## config.mk

```make
export PLATFORM = sky130hd
export DESIGN_NAME = suction_gripper_sequencer_unit
export DESIGN_NICKNAME = d
export VERILOG_FILES = /design/src/rtl/sgs_pkg.sv /design/src/rtl/sgs_step_logic.sv /design/src/rtl/suction_gripper_sequencer_unit.sv
export SDC_FILE = /design/constraint.sdc
export NUM_CORES = 1
export LEC_CHECK = 0
export BUFFER_PORTS_ARGS = -buffer_cell sky130_fd_sc_hd__buf_2
export CORE_ASPECT_RATIO = 0.7
export CORE_MARGIN = 1.5
export CORE_UTILIZATION = 43
export CTS_BUF_LIST = sky130_fd_sc_hd__clkbuf_2
export DETAILED_ROUTE_END_ITERATION = 10
export PLACE_DENSITY = 0.62
export SLEW_MARGIN = 20
export SYNTH_ARGS = -nofsm -noshare
export SYNTH_HDL_FRONTEND = slang
export SYNTH_SLANG_ARGS = --single-unit
```

## constraint.sdc

```tcl
create_clock -name i_clk -period 4.2 [get_ports i_clk]
set_input_delay 0.84 -clock i_clk [delete_from_list [all_inputs] [get_ports i_clk]]
set_output_delay 0.84 -clock i_clk [all_outputs]
set_load 0.05 [all_outputs]
```

## src/rtl/sgs_pkg.sv

```systemverilog
// Package of the suction gripper sequencer: step, action and command codes,
// register indexes, reset values and the structs passed between modules. No dependencies.
package sgs_pkg;

    localparam int unsigned TimerW = 16;

    // Sequence steps.
    localparam logic [3:0] ST_IDLE        = 4'd0;
    localparam logic [3:0] ST_LOWER_PICK  = 4'd1;
    localparam logic [3:0] ST_PUMP        = 4'd2;
    localparam logic [3:0] ST_LIFT        = 4'd3;
    localparam logic [3:0] ST_HOLDING     = 4'd4;
    localparam logic [3:0] ST_LOWER_DROP  = 4'd5;
    localparam logic [3:0] ST_VALVE_OPEN  = 4'd6;
    localparam logic [3:0] ST_PUMP_STOP   = 4'd7;
    localparam logic [3:0] ST_VALVE_CLOSE = 4'd8;
    localparam logic [3:0] ST_RETURN      = 4'd9;

    // Actuator actions.
    localparam logic [2:0] ACT_NONE        = 3'd0;
    localparam logic [2:0] ACT_SERVO       = 3'd1;
    localparam logic [2:0] ACT_PUMP_ON     = 3'd2;
    localparam logic [2:0] ACT_PUMP_OFF    = 3'd3;
    localparam logic [2:0] ACT_VALVE_OPEN  = 3'd4;
    localparam logic [2:0] ACT_VALVE_CLOSE = 3'd5;

    // Servo targets.
    localparam logic [1:0] SRV_SUCTION = 2'd0;
    localparam logic [1:0] SRV_HOLD    = 2'd1;
    localparam logic [1:0] SRV_RELEASE = 2'd2;
    localparam logic [1:0] SRV_IDLE    = 2'd3;

    // Commands and input kinds.
    localparam logic [1:0] CMD_IDLE    = 2'd0;
    localparam logic [1:0] CMD_SUCTION = 2'd1;
    localparam logic [1:0] CMD_RELEASE = 2'd2;
    localparam logic       KIND_TICK   = 1'b0;
    localparam logic       KIND_CMD    = 1'b1;

    // Configuration register indexes.
    localparam logic [1:0] REG_MOVE_DELAY    = 2'd0;
    localparam logic [1:0] REG_PUMP_DELAY    = 2'd1;
    localparam logic [1:0] REG_RELEASE_DELAY = 2'd2;

    localparam logic [TimerW-1:0] TICK_MS          = 16'd10;
    localparam logic [TimerW-1:0] SETTLE_MS        = 16'd100;
    localparam logic [TimerW-1:0] MOVE_DELAY_RST   = 16'd500;
    localparam logic [TimerW-1:0] PUMP_DELAY_RST   = 16'd1000;
    localparam logic [TimerW-1:0] RELEASE_DELAY_RST = 16'd500;

    typedef struct packed {
        logic [TimerW-1:0] move_ms;
        logic [TimerW-1:0] pump_ms;
        logic [TimerW-1:0] release_ms;
    } t_delay_cfg;

    typedef struct packed {
        logic [3:0]        step;
        logic [TimerW-1:0] elapsed;
        logic [1:0]        cmd;
    } t_seq_state;

    typedef struct packed {
        logic [1:0] target;
        logic [2:0] action;
        logic [1:0] pending;
        logic       busy;
        logic [3:0] step;
    } t_result;

endpackage

```

## src/rtl/sgs_step_logic.sv

```systemverilog
// Next-state and result logic of the gripper sequencer for one tick or command.
// Depends on sgs_pkg.
module sgs_step_logic (
    input  sgs_pkg::t_seq_state i_state,
    input  sgs_pkg::t_delay_cfg i_cfg,
    input  logic                i_kind,
    input  logic [1:0]          i_cmd,
    output sgs_pkg::t_seq_state o_state,
    output sgs_pkg::t_result    o_res
);
    import sgs_pkg::*;

    logic [TimerW:0]   tick_sum;
    logic [TimerW-1:0] timer;
    logic [2:0]        act;
    logic [1:0]        tgt;
    t_seq_state        nxt;

    // Saturating timer advance.
    assign tick_sum = {1'b0, i_state.elapsed} + {1'b0, TICK_MS};
    assign timer    = tick_sum[TimerW] ? {TimerW{1'b1}} : tick_sum[TimerW-1:0];

    always_comb begin
        nxt = i_state;
        act = ACT_NONE;
        tgt = SRV_SUCTION;
        if (i_kind == KIND_CMD) begin
            // Code 3 is not a command and leaves the latch alone.
            if (i_cmd inside {CMD_IDLE, CMD_SUCTION, CMD_RELEASE}) begin
                nxt.cmd = i_cmd;
            end
        end else begin
            nxt.elapsed = timer;
            case (i_state.step)
                ST_IDLE: begin
                    if (i_state.cmd == CMD_SUCTION) begin
                        act = ACT_SERVO;
                        tgt = SRV_SUCTION;
                        nxt.step = ST_LOWER_PICK;
                        nxt.elapsed = '0;
                    end
                end
                ST_LOWER_PICK: begin
                    if (timer >= i_cfg.move_ms) begin
                        act = ACT_PUMP_ON;
                        nxt.step = ST_PUMP;
                        nxt.elapsed = '0;
                    end
                end
                ST_PUMP: begin
                    if (timer >= i_cfg.pump_ms) begin
                        act = ACT_SERVO;
                        tgt = SRV_HOLD;
                        nxt.step = ST_LIFT;
                        nxt.elapsed = '0;
                    end
                end
                ST_LIFT: begin
                    if (timer >= i_cfg.move_ms) begin
                        nxt.step = ST_HOLDING;
                        nxt.cmd = CMD_IDLE;
                    end
                end
                ST_HOLDING: begin
                    if (i_state.cmd == CMD_RELEASE) begin
                        act = ACT_SERVO;
                        tgt = SRV_RELEASE;
                        nxt.step = ST_LOWER_DROP;
                        nxt.elapsed = '0;
                    end
                end
                ST_LOWER_DROP: begin
                    if (timer >= i_cfg.move_ms) begin
                        act = ACT_VALVE_OPEN;
                        nxt.step = ST_VALVE_OPEN;
                        nxt.elapsed = '0;
                    end
                end
                ST_VALVE_OPEN: begin
                    if (timer >= i_cfg.release_ms) begin
                        act = ACT_PUMP_OFF;
                        nxt.step = ST_PUMP_STOP;
                        nxt.elapsed = '0;
                    end
                end
                ST_PUMP_STOP: begin
                    if (timer >= SETTLE_MS) begin
                        act = ACT_VALVE_CLOSE;
                        nxt.step = ST_VALVE_CLOSE;
                        nxt.elapsed = '0;
                    end
                end
                ST_VALVE_CLOSE: begin
                    if (timer >= SETTLE_MS) begin
                        act = ACT_SERVO;
                        tgt = SRV_IDLE;
                        nxt.step = ST_RETURN;
                        nxt.elapsed = '0;
                    end
                end
                ST_RETURN: begin
                    if (timer >= i_cfg.move_ms) begin
                        nxt.step = ST_IDLE;
                        nxt.cmd = CMD_IDLE;
                    end
                end
                default: begin
                    // Undefined step codes fall back to idle.
                    nxt.step = ST_IDLE;
                end
            endcase
        end
    end

    assign o_state        = nxt;
    assign o_res.step     = nxt.step;
    assign o_res.busy     = (nxt.step != ST_IDLE) && (nxt.step != ST_HOLDING);
    assign o_res.pending  = nxt.cmd;
    assign o_res.action   = act;
    assign o_res.target   = tgt;

endmodule

```

## src/rtl/suction_gripper_sequencer_unit.sv

```systemverilog
// A transaction accepted into the input register is captured by the result register when
// the result stage advances, and its result is then offered downstream.
// Throughput: one transaction per cycle unless the result side stalls; the result register
// and sequencer state are both written by one short pass of step logic between the registers.
// Reset (i_rst_n low, synchronous): step idle, timer zero, no latched command,
// delays back to 500/1000/500 ms and both pipeline registers empty.
// Top level of the suction gripper sequencer; depends on sgs_pkg and sgs_step_logic.
module suction_gripper_sequencer_unit (
    input  logic        i_clk,
    input  logic        i_rst_n,
    // Slave side: tick or command transactions.
    input  logic        i_s_tvalid,
    output logic        o_s_tready,
    input  logic [7:0]  i_s_tdata,   // [1:0] command, [7:2] zero
    input  logic [0:0]  i_s_tuser,   // [0] kind (0 tick, 1 command)
    // Master side: one result per input transaction.
    output logic        o_m_tvalid,
    input  logic        i_m_tready,
    output logic [15:0] o_m_tdata,   // [3:0] sequence_step, [4] busy_res, [6:5] pending_cmd,
                                     // [9:7] action, [11:10] servo_target, [15:12] zero
    // Configuration write channel.
    input  logic        i_cfg_valid,
    output logic        o_cfg_ready,
    input  logic [1:0]  i_cfg_index,
    input  logic [15:0] i_cfg_data
);
    import sgs_pkg::*;

    // Input register.
    logic       r_in_valid;
    logic       r_in_kind;
    logic [1:0] r_in_cmd;

    // Sequencer state and delay registers.
    t_seq_state r_state;
    t_seq_state n_state;
    t_delay_cfg r_cfg;

    // Result register.
    logic    r_out_valid;
    t_result r_out;
    t_result n_out;

    logic advance;
    logic in_take;

    // The result stage moves whenever its register is empty or being drained, so a new transaction
    // can enter an empty input register while an older result still waits for the downstream side.
    assign advance    = !r_out_valid || i_m_tready;
    assign o_s_tready = !r_in_valid || advance;
    assign in_take    = i_s_tvalid && o_s_tready;

    // Configuration writes are to be issued only while idle; the block does not enforce this. The port never stalls.
    assign o_cfg_ready = 1'b1;

    always_ff @(posedge i_clk) begin
        if (!i_rst_n) begin
            r_cfg.move_ms    <= MOVE_DELAY_RST;
            r_cfg.pump_ms    <= PUMP_DELAY_RST;
            r_cfg.release_ms <= RELEASE_DELAY_RST;
        end else if (i_cfg_valid) begin
            case (i_cfg_index)
                REG_MOVE_DELAY:    r_cfg.move_ms    <= i_cfg_data;
                REG_PUMP_DELAY:    r_cfg.pump_ms    <= i_cfg_data;
                REG_RELEASE_DELAY: r_cfg.release_ms <= i_cfg_data;
                default: begin
                    // Writes to an unused index are dropped.
                end
            endcase
        end
    end

    always_ff @(posedge i_clk) begin
        if (!i_rst_n) begin
            r_in_valid <= 1'b0;
        end else if (o_s_tready) begin
            r_in_valid <= i_s_tvalid;
        end
    end

    always_ff @(posedge i_clk) begin
        if (in_take) begin
            r_in_kind <= i_s_tuser[0];
            r_in_cmd  <= i_s_tdata[1:0];
        end
    end

    sgs_step_logic u_step (
        .i_state (r_state),
        .i_cfg   (r_cfg),
        .i_kind  (r_in_kind),
        .i_cmd   (r_in_cmd),
        .o_state (n_state),
        .o_res   (n_out)
    );

    // The state is committed in the same edge the result is captured, so the next
    // transaction in the input register always sees the updated step and timer.
    always_ff @(posedge i_clk) begin
        if (!i_rst_n) begin
            r_state.step    <= ST_IDLE;
            r_state.elapsed <= '0;
            r_state.cmd     <= CMD_IDLE;
            r_out_valid     <= 1'b0;
        end else if (advance) begin
            r_out_valid <= r_in_valid;
            if (r_in_valid) begin
                r_state <= n_state;
            end
        end
    end

    always_ff @(posedge i_clk) begin
        if (advance && r_in_valid) begin
            r_out <= n_out;
        end
    end

    assign o_m_tvalid = r_out_valid;
    assign o_m_tdata  = {4'b0000, r_out.target, r_out.action, r_out.pending,
                         r_out.busy, r_out.step};

endmodule

```

# == Word level (Yosys, flattened, before mapping) ==
# Cells that the tools add are included.
# op_classes
addsub,1
mul,0
div_mod_pow,0
order_cmp,4
eq_ne,16
shift,0
muxes,31
n_bitwise,1
n_reduce_logical,18
# ops
operator,n
$mux W20,9
$pmux W16 S8,1
$ge A16 B16 Y1,3
$pmux W4 S10,1
$pmux W3 S8,1
$add A16 B4 Y17 const B,1
$eq A4 B3 Y1 const B,4
$ge A16 B7 Y1 const B,1
$mux W16,1
$mux W2,8
$eq A4 B2 Y1 const B,2
$eq A4 B4 Y1 const B,2
$mux W4,2
$reduce_and A2 Y1,4
$eq A2 B1 Y1 const B,3
$eq A2 B2 Y1 const B,3
$mux W3,2
$pmux W2 S3,1
$mux W1,5
$eq A4 B1 Y1 const B,1
$logic_not A2 Y1,2
$logic_not A4 Y1,1
$ne A4 B3 Y1 const B,1
$reduce_bool A4 Y1,1
other kinds (7),11
# totals
ff_bits,87
latch_bits,0
ramBits,0
mem_bits_ro,0
in_bits,32
output_inout_bits,19
word_cells,86
n_memories,0

# == Longest topological paths before layout ==
# Gate-level depths: netlist of run 1.
# depth
ltp_word,8
depth_mapped,16
mapped_depth_nobuf,13

# == Modules after synthesis ==
# Synthesis of run 1 repeated with hierarchy kept, for this count alone.
# unflattened
cells_unflattened,704
hier_area_um2,5810.6
# modules_own_cells
module,n_inst,cells_each,area_each_um2,seq_area_each_um2
suction_gripper_sequencer_unit,1,309,3191.8,1891.8
sgs_step_logic,1,395,2618.8,0.0

# == Least setup slack after synthesis of run 1 ==
# Ideal clock, no wire load.
# synth_path
kind,register -> register
start,register r_state[3] in the netlist's numbering
end,"register r_out (netlist bit o_m_tdata[4]), data pin"
setup_ps,263
t_arrival_ps,3387
required_ps,3937
setup_slack_ps,550
stages_incl_launch_ff,16
path_buffers,2
synth_period_minus_slack_ps,3650
path_cell_list,dfxtp_1 > ha_1 > or2_0 > clkbuf_1 > nand4_1 > xnor2_1 > nand2b_1 > ha_1 > o211a_1 > a211oi_1 > nor3_1 > a21o_1 > clkbuf_1 > a311oi_1 > o31a_1 > a2111o_1
# synth_lines
item,line_no,text
start: declaration,suction_gripper_sequencer_unit.sv:35,t_seq_state r_state;
start signal: assignment,suction_gripper_sequencer_unit.sv:108,r_state <= n_state;
end signal: assignment,suction_gripper_sequencer_unit.sv:115,r_out <= n_out;
end: declaration,suction_gripper_sequencer_unit.sv:41,t_result r_out;

==> results of run 1 <==
state kept, by name (all words and copies together) (netlist names):
signal	cells
r_state	22
r_in_cmd	2
r_cfg	48
r_in_kind	1
o_m_tvalid	1
o_m_tdata	12
r_in_valid	1
per-stage QoR:
| stage | area, µm² | power (W) |
|---|---|---|
| floorplan | 5505 | 0.001044 |
| detailed placement | 5883 | 0.001099 |
| finish | 6078 | 0.001712 |
| global placement | 5883 | 0.001092 |
| CTS | 6072 | 0.001722 |
| global route | 6078 | 0.001793 |
power breakdown:
part	switching, W	internal [W]	total, W
combinational	0.000128	0.0000617	0.000190
sequential	0.0000164	0.000878	0.000894
clock	0.000308	0.000319	0.000627
worst reg2reg max path: stages (launching register included):
cell and delay, ns:
dfxtp_1 0.54, ha_1 0.30, nor2_1 0.12, nor4_2 0.29, mux2i_1 0.38, inv_1 0.16
ha_1 0.31, nand4_1 0.15, nor3_1 0.08, a2111o_1 0.39, a41oi_1 0.34, nand2b_1 0.22
o211ai_1 0.13, a2111o_1 0.43
path summary, 6_finish.rpt:
kind	from	endpoint	slack [ns]
worst max-delay path	r_state[3]	o_m_tdata[4]	0.16
worst min-delay path	i_s_tuser	r_in_kind	0.45
worst max register to register	r_state[3]	o_m_tdata[4]	0.16
worst min register to register	r_cfg[17]	r_cfg[17]	0.48
cells by family (layout without fill, tap and decap cells):
| logic type | count (synthesis) | after routing | synth area share [%] |
|---|---|---|---|
| AO/OA/AOI/OAI | 181 | 181 | 23.34 |
| XOR/XNOR | 9 | 9 | 1.435 |
| adder cells (fa/ha/maj) | 49 | 49 | 11.16 |
| buffers and inverters | 100 | 139 | 7.629 |
| flip-flops | 87 | 87 | 34.43 |
| multiplexers | 5 | 5 | 0.9337 |
| other | 2 | 5 | 0.1367 |
| AND/OR/NAND/NOR | 230 | 230 | 20.93 |
metal layers:
| layer | share of wire, % | wire length [µm] | vias up |
|---|---|---|---|
| li1 | - | - | 2409 |
| met1 | 51 | 6888 | 2176 |
| met2 | 42 | 5708 | 143 |
| met3 | 6.0 | 811 | 12 |
| met4 | 0.97 | 132 | 0 |
| met5 | 0 | 0 | - |
final cells by class:
cell class | instances | area [µm²] | share of cell area, %
repair buffers | 60 | 352.8 | 5.805
well taps | 162 | 202.7 | 3.335
inverters | 63 | 236.5 | 3.890
clock inverters | 7 | 143.9 | 2.367
clock buffers | 9 | 45.04 | 0.7410
multi-input cells | 479 | 3206 | 52.74
flip-flops and latches | 87 | 1892 | 31.12
placed cells by master (no fill, tap or decap), types with 5 or more instances in the layout:
master,Yosys,final
ha_1,49,49
nand3_1,15,15
nor3_1,12,12
o21ai_0,33,33
a22o_1,7,7
and2_1,5,5
clkbuf_2,0,9
nor2_1,22,22
a21oi_1,24,24
nand2_1,117,117
nand3b_1,5,5
o211ai_1,25,25
a21boi_0,35,35
xnor2_1,6,6
a211oi_1,10,10
nand2b_1,12,12
buf_4,5,21
nand4_1,7,7
edfxtp_1,15,15
nor2b_1,8,8
conb_1,2,5
inv_1,63,63
buf_2,2,39
dfxtp_1,72,72
o21a_1,5,5
==> impl_metrics.env, run 1 <==
export IMPL_yosys_warnings=0
export IMPL_grt_pass1_vias=4458
export IMPL_routabilityCongestion=0.8861
export IMPL_reg2reg_depth=13
export IMPL_layout_nets=781
export IMPL_core_um2=12420
export IMPL_path_max_fanout=7
export IMPL_die_area_um2=13470
export IMPL_post_place_ws_ns=0.2166
export IMPL_synthArstFlopShare_pct=0
export IMPL_avgSynthCellArea_um2=8.287
export IMPL_vias_per_cell=5.467
export IMPL_ys_top_cells_by_count="nand2_1 (117), dfxtp_1 (72), inv_1 (63)"
export IMPL_grt_busiest_layer="met2"
export IMPL_relSlewSlack_pct=38.06
export IMPL_insertion_delay_ns=0.56
export IMPL_crit_type="flop to flop"
export IMPL_ys_seq_area_share_pct=34.43
export IMPL_placed_cells=851
export IMPL_area_delta_synth_final_pct=10.64
export IMPL_grt_pass1_wl_um=22590
export IMPL_startpoint_type="flop"
export IMPL_syn_cell_area_um2=5494
export IMPL_hold_buffers=0
export IMPL_cellLeakagePower_nw=2.558
export IMPL_outcome="finished, final reports clean"
export IMPL_synth_top_cell_by_area="dfxtp_1"
export IMPL_die_w_um=138.1
export IMPL_io_pins=51
export IMPL_fin_tns_setup_ns=0
export IMPL_post_route_util_pct=48.93
export IMPL_path_depth=13
export IMPL_critPathTopFamily="compound AO/OA/AOI/OAI gates"
export IMPL_gr_total_overflow=0
export IMPL_clkTransAtPathRegs_ns=0.24
export IMPL_wl_per_cell_um=15.62
export IMPL_power_density_nw_per_um2=281.6
export IMPL_num_rows=34
export IMPL_ys_ff_latch=87
export IMPL_synth_cell_types=73
export IMPL_die_h_um=97.57
export IMPL_rsz0062_at_grt="false"
export IMPL_antenna_found_initial=0
export IMPL_path_buf_inv=1
export IMPL_drc_errors=0
export IMPL_hold_slack_ns=0.4523
export IMPL_cp_cell_sequence="ha_1, nor2_1, nor4_2, mux2i_1, inv_1, ha_1, nand4_1, nor3_1, a2111o_1, a41oi_1, nand2b_1, o211ai_1, a2111o_1"
export IMPL_cts_root_buf="clkbuf_2"
export IMPL_finalCriticalPeriod_ns=4.045
export IMPL_use_met1_pct=30.76
export IMPL_grtUsageTotal_pct=20.81
export IMPL_place_hpwl_um=10140
export IMPL_fmax_mhz=247.2
export IMPL_clockBufferDepth=2
export IMPL_synthTopCellsByArea="dfxtp_1 (26%), ha_1 (11%), edfxtp_1 (8.2%)"
export IMPL_met3_usage_pct=4.239
export IMPL_ant_nets=0
export IMPL_grt_use_met2_pct=31.00
export IMPL_grt_max_degree=55
export IMPL_drt_total_wl_um=13540
export IMPL_portBuffers=39
export IMPL_fill_cells=1215
export IMPL_dr_pass1_iters=5
export IMPL_drive_gt1_share_pct=13.33
export IMPL_holdCritPathClass="input port to flop"
export IMPL_fin_skew_ns=0.02255
export IMPL_critPathRequiredTime_ns=4.54
export IMPL_cts_buffers=9
export IMPL_cap_violations=0
export IMPL_setup_ws_ns=0.1555
export IMPL_netlist_instances=663
export IMPL_cts_max_level=3
export IMPL_vias=4740
export IMPL_tightest_slew_ns=0.9291
export IMPL_yosysMostFrequentCell="nand2_1"
export IMPL_cpMaxStageDelayCell="dfxtp_1"
export IMPL_holdPathStages=1
export IMPL_antenna_cells=0
export IMPL_cts_tree="built"
export IMPL_instances_no_fill=867
export IMPL_ctsResizeCount=0
export IMPL_setup_violations=0
export IMPL_peakVddDrop_uv=137.7
export IMPL_cts_sinks=87
export IMPL_synth_edff_count=15
export IMPL_crit_arrival_ns=4.39
export IMPL_critPathCaptureType="flop"
export IMPL_start_util_pct=44.23
export IMPL_postCtsSetupBuffers=0
export IMPL_synth_top_area_share_pct=26.24
export IMPL_cpPeakStageDelay_ns=0.54
export IMPL_drt_iter0_drc=418
export IMPL_synth_ff_type="dfxtp_1"
export IMPL_min_period_over_period_pct=96.30
export IMPL_report_final_slew_viol_count=0
export IMPL_hold_viol_final=0
No activity file was read; power rests on OpenSTA's default activity.
==> run 2, diff against run 1 <==
--- a/config.mk
+++ b/config.mk
@@ -12,6 +12,7 @@
 export CTS_BUF_LIST = sky130_fd_sc_hd__clkbuf_2
 export DETAILED_ROUTE_END_ITERATION = 10
 export PLACE_DENSITY = 0.62
+export RECOVER_POWER = 100
 export SLEW_MARGIN = 20
 export SYNTH_ARGS = -nofsm -noshare
 export SYNTH_HDL_FRONTEND = slang
==> impl_metrics.env, run 2 (synthesized netlist as in run 1, its figures left out) <==
export IMPL_gr_total_overflow=0
export IMPL_ant_nets=0
export IMPL_critPathRequiredTime_ns=4.54
export IMPL_startpoint_type="flop"
export IMPL_p_comb_share_pct=11.1
export IMPL_relSlewSlack_pct=-32.19
export IMPL_wl_per_cell_um=15.64
export IMPL_largest_register_ffs=48
export IMPL_finalCriticalPeriod_ns=4.041
export IMPL_drt_iter0_drc=406
export IMPL_min_period_over_period_pct=96.20
export IMPL_drc_errors=0
export IMPL_power_density_nw_per_um2=283.6
export IMPL_switchingPower_w=0.0004530
export IMPL_drt_total_wl_um=13560
export IMPL_core_um2=12420
export IMPL_vias_per_cell=5.475
export IMPL_grt_busiest_layer="met2"
export IMPL_met3_usage_pct=4.239
export IMPL_place_hpwl_um=10140
export IMPL_dr_pass1_iters=5
export IMPL_cts_buffers=9
export IMPL_critPathCaptureType="flop"
export IMPL_power_total_w=0.001711
export IMPL_holdCritPathClass="input port to flop"
export IMPL_hold_viol_final=0
export IMPL_report_final_slew_viol_count=55
export IMPL_regArea_um2=1892
export IMPL_swShare_pct=26.47
export IMPL_largest_register="r_cfg"
export IMPL_antenna_cells=0
export IMPL_final_common_cell="nand2_1"
export IMPL_num_rows=34
export IMPL_grt_pass1_vias=4458
export IMPL_hold_buffers=0
export IMPL_fill_cells=1224
export IMPL_p_int_w=0.001258
export IMPL_area_delta_synth_final_pct=9.816
export IMPL_violations="max-capacitance violations, max-slew violations"
export IMPL_cap_violations=1
export IMPL_insertion_delay_ns=0.56
export IMPL_routabilityCongestion=0.8861
export IMPL_clockBufferDepth=2
export IMPL_start_util_pct=44.23
export IMPL_grt_pass1_wl_um=22590
export IMPL_clkTransAtPathRegs_ns=0.25
export IMPL_path_max_fanout=7
export IMPL_cts_tree="built"
export IMPL_postCtsSetupBuffers=0
export IMPL_die_w_um=138.1
export IMPL_layout_nets=781
export IMPL_pwr_share_clk_pct=36.7
export IMPL_antenna_found_initial=0
export IMPL_die_h_um=97.57
export IMPL_outcome="finished with violations"
export IMPL_fmax_mhz=247.5
export IMPL_ctsResizeCount=0
export IMPL_seq_power_share_pct=52.3
export IMPL_die_area_um2=13470
export IMPL_cts_root_buf="clkbuf_2"
export IMPL_portBuffers=39
export IMPL_multi_input_area_um2=3189
export IMPL_grtUsageTotal_pct=20.81
export IMPL_fin_skew_ns=0.02474
export IMPL_vias=4747
export IMPL_use_met1_pct=30.76
export IMPL_cts_sinks=87
export IMPL_grt_max_degree=55
export IMPL_rsz0062_at_grt="false"
export IMPL_io_pins=51
export IMPL_drive_gt1_share_pct=10.64
export IMPL_crit_type="flop to flop"
export IMPL_fin_tns_setup_ns=0
export IMPL_crit_arrival_ns=4.38
export IMPL_cts_max_level=3
export IMPL_setup_violations=0
export IMPL_tightest_slew_ns=1.983
export IMPL_most_common_layout_cells="nand2_1 (117), dfxtp_1 (72), inv_1 (63), ha_1 (49), a21boi_0 (35)"
export IMPL_cellLeakagePower_nw=2.502
export IMPL_grt_use_met2_pct=31.00
export IMPL_peakVddDrop_uv=138.1
==> run 2: critical path, cell delays in order, from the launching register on <==
cell	delay (ns)
dfxtp_1	0.54
ha_1	0.30
nor2_1	0.12
nor4b_1	0.42
xnor2_1	0.18
nand2_1	0.16
ha_1	0.36
a21oi_1	0.13
o21ai_0	0.09
a2111o_1	0.42
a41oi_1	0.33
nand2b_1	0.21
o211ai_1	0.12
a2111o_1	0.43
==> run 2: per-stage QoR <==
| step | util, % | worst slack [ns] | hold WS (ns) | cells | cell area (µm²) |
|---|---|---|---|---|---|
| after CTS | 48.88 | 0.1730 | 0.4131 | 867 | 6072 |
| after global placement | 47.36 | 0.2738 | 0.4539 | 851 | 5883 |
| after floorplan | - | 0.5498 | 0.4435 | 666 | 5505 |
| after detailed placement | 47.36 | 0.2166 | 0.4586 | 851 | 5883 |
| final | 48.57 | 0.1594 | 0.4585 | 867 | 6033 |
| after global routing | 48.57 | 0.01029 | 0.3843 | 867 | 6033 |
==> run 2: layout make-up <==
type	count	area share, %
tap	162	3.360
multi-input combinational	479	52.86
sequential	87	31.36
clock buffer	9	0.7466
timing repair buffer	60	5.371
inverter	63	3.920
clock inverter	7	2.385
==> run 2: power by group through the flow <==
stage                     Combinational, W  Clock, W  Sequential (W)
final                             0.000189  0.000627        0.000895
after detailed placement          0.000189         0        0.000911
after CTS                         0.000190  0.000637        0.000894
after global placement            0.000183         0        0.000910
after floorplan                   0.000122         0        0.000922
after global routing              0.000211  0.000682        0.000900
==> run 2: routing by layer <==
metal | part of all wire, % | up-vias
li1 | - | 2405
met1 | 51 | 2206
met2 | 42 | 126
met3 | 5.6 | 10
met4 | 0.92 | 0
met5 | 0 | -
==> run 2: worst paths after layout <==
| check | end | slack (ns) | cells past startpoint | startpoint |
|---|---|---|---|---|
| min reg2reg | r_cfg[17] | 0.49 | 2 | r_cfg[17] |
| min | r_in_kind | 0.46 | 1 | i_s_tuser |
| max reg2reg | o_m_tdata[4] | 0.16 | 13 | r_state[3] |
| max | o_m_tdata[4] | 0.16 | 13 | r_state[3] |
==> run 3, diff against run 2 <==
--- a/config.mk
+++ b/config.mk
@@ -8,10 +8,10 @@
 export BUFFER_PORTS_ARGS = -buffer_cell sky130_fd_sc_hd__buf_2
 export CORE_ASPECT_RATIO = 0.7
 export CORE_MARGIN = 1.5
-export CORE_UTILIZATION = 43
+export CORE_UTILIZATION = 30
 export CTS_BUF_LIST = sky130_fd_sc_hd__clkbuf_2
 export DETAILED_ROUTE_END_ITERATION = 10
-export PLACE_DENSITY = 0.62
+export PLACE_DENSITY = 0.47
 export RECOVER_POWER = 100
 export SLEW_MARGIN = 20
 export SYNTH_ARGS = -nofsm -noshare
==> impl_metrics.env, run 3 (synthesized netlist as in run 1, its figures left out) <==
export IMPL_clockBufferDepth=2
export IMPL_cts_buffers=9
export IMPL_relSlewSlack_pct=-31.37
export IMPL_cp_cell_sequence="nand4_2, nor4_4, and2b_1, inv_1, buf_4, ha_1, o211ai_1, a21oi_1, o41ai_1, buf_4, a2111oi_1, buf_4, nor2_1, o211ai_1, a2111o_1"
export IMPL_crit_type="flop to flop"
export IMPL_dpl_instance_area_um2=6020
export IMPL_fin_skew_ns=0.04083
export IMPL_final_common_cell="nand2_1"
export IMPL_hold_viol_final=0
export IMPL_fin_tns_setup_ns=0
export IMPL_wl_met2_um=5903
export IMPL_portBuffers=39
export IMPL_start_util_pct=30.60
export IMPL_antenna_cells=0
export IMPL_wl_per_cell_um=15.68
export IMPL_drc_errors=0
export IMPL_drive_gt1_share_pct=11.69
export IMPL_cts_max_level=3
export IMPL_path_max_fanout=7
export IMPL_crit_top_cell="buf_4"
export IMPL_insertion_delay_ns=0.62
export IMPL_antenna_found_initial=0
export IMPL_die_h_um=116.2
export IMPL_tightest_slew_ns=1.971
export IMPL_place_hpwl_um=11160
export IMPL_vias_per_cell=5.086
export IMPL_final_area_um2=6113
export IMPL_report_final_slew_viol_count=53
export IMPL_clkTransAtPathRegs_ns=0.27
export IMPL_most_common_layout_cells="nand2_1 (117), dfxtp_1 (70), inv_1 (63), ha_1 (49), a21boi_0 (35)"
export IMPL_cpPeakStageDelay_ns=0.50
export IMPL_cellLeakagePower_nw=2.490
export IMPL_top_layer_used="met4"
export IMPL_power_total_w=0.001571
export IMPL_violations="max-capacitance violations, max-slew violations"
export IMPL_met1Wirelength_um=7987
export IMPL_reg2reg_depth=15
export IMPL_ant_nets=0
export IMPL_gr_total_overflow=0
export IMPL_die_w_um=164.7
export IMPL_area_delta_synth_final_pct=11.27
export IMPL_holdCritPathClass="input port to flop"
export IMPL_holdPathStages=1
export IMPL_vias=4811
export IMPL_crit_arrival_ns=4.45
export IMPL_peakVddDrop_uv=168.3
export IMPL_layout_nets=786
export IMPL_finalCriticalPeriod_ns=4.028
export IMPL_min_period_over_period_pct=95.90
export IMPL_cts_sinks=87
export IMPL_drt_iter0_drc=253
export IMPL_grt_max_degree=53
export IMPL_grtUsageTotal_pct=16.20
export IMPL_cts_root_buf="clkbuf_2"
export IMPL_grt_pass1_vias=4547
export IMPL_cpMaxStageDelayCell="dfxtp_1"
export IMPL_core_um2=17950
export IMPL_setup_violations=0
export IMPL_cap_violations=1
export IMPL_critPathCaptureType="flop"
export IMPL_cts_tree="built"
export IMPL_largest_register_ffs=48
export IMPL_dr_wl_met3_um=731
export IMPL_power_density_nw_per_um2=256.9
export IMPL_dr_pass1_iters=7
export IMPL_die_area_um2=19150
export IMPL_routabilityCongestion=0.8434
export IMPL_rsz0062_at_grt="false"
export IMPL_io_pins=51
export IMPL_num_rows=41
export IMPL_critPathRequiredTime_ns=4.62
export IMPL_drt_total_wl_um=14830
export IMPL_largest_register="r_cfg"
export IMPL_grt_pass1_wl_um=23730
export IMPL_startpoint_type="flop"
export IMPL_fmax_mhz=248.3
export IMPL_outcome="finished with violations"
export IMPL_postCtsSetupBuffers=0
==> run 3: cell count changes in the layout (fill, tap and decap cells not counted), moves of 2 or more <==
cell / previous run / this run
buf_4: 18 / 22
bufinv_16: 4 / 1
inv_6: 0 / 3
clkbuf_1: 17 / 19
dfxtp_1: 72 / 70
dfxtp_2: 0 / 2
==> run 3: cell type report <==
class	instances	area, µm²
timing repair buffer	65	356.6
sequential	87	1894
clock inverter	7	78.83
multi-input combinational	479	3207
fill	1907	11840
tap	236	295.3
inverter	63	236.5
clock buffer	9	45.04
==> run 3: layer usage <==
layer | GRT usage, % | vias up
met2 | 23.47 | 117
met1 | 24.02 | 2256
met4 | 4.805 | 0
met3 | 3.196 | 16
met5 | 0 | -
li1 | - | 2422
==> run 3: stage by stage <==
stage          cells  utilization, %  setup slack [ns]  hold WS [ns]
4_1_cts          946           34.22            0.1243        0.3407
5_1_grt          946           34.05          0.004207        0.3282
3_3_place_gp     930           33.53            0.1631        0.4551
3_5_place_dp     930           33.53            0.1651        0.4610
2_1_floorplan    666               -            0.5498        0.4435
6_report         946           34.05            0.1722        0.4062
==> run 3: worst paths after layout <==
path,start,to,slack [ns]
setup / recovery,r_state[11],o_m_tdata[4],0.17
hold / removal,i_s_tdata[1],r_in_cmd[1],0.41
setup reg to reg,r_state[11],o_m_tdata[4],0.17
hold reg to reg,r_cfg[47],r_cfg[47],0.49
==> run 3: timing repair <==
action / 4_1_cts / 5_1_grt
gates resized for setup: 0 / 5
hold buffers: 0 / 0
setup endpoints to repair: 0 / 13
==> run 3: worst max-delay path: cells and delay by family, from the launching register on <==
kind | cells | cell delay (ns)
simple gates | 4 | 1.15
buf+inv | 4 | 0.63
fa+ha+maj | 1 | 0.22
compound gates | 6 | 1.32
flops | 1 | 0.50
==> run 3: where the power goes <==
part,internal (W),switching (W)
clock,0.000146,0.000334
sequential,0.000879,0.0000174
combinational,0.0000615,0.000133
total,0.00109,0.000484
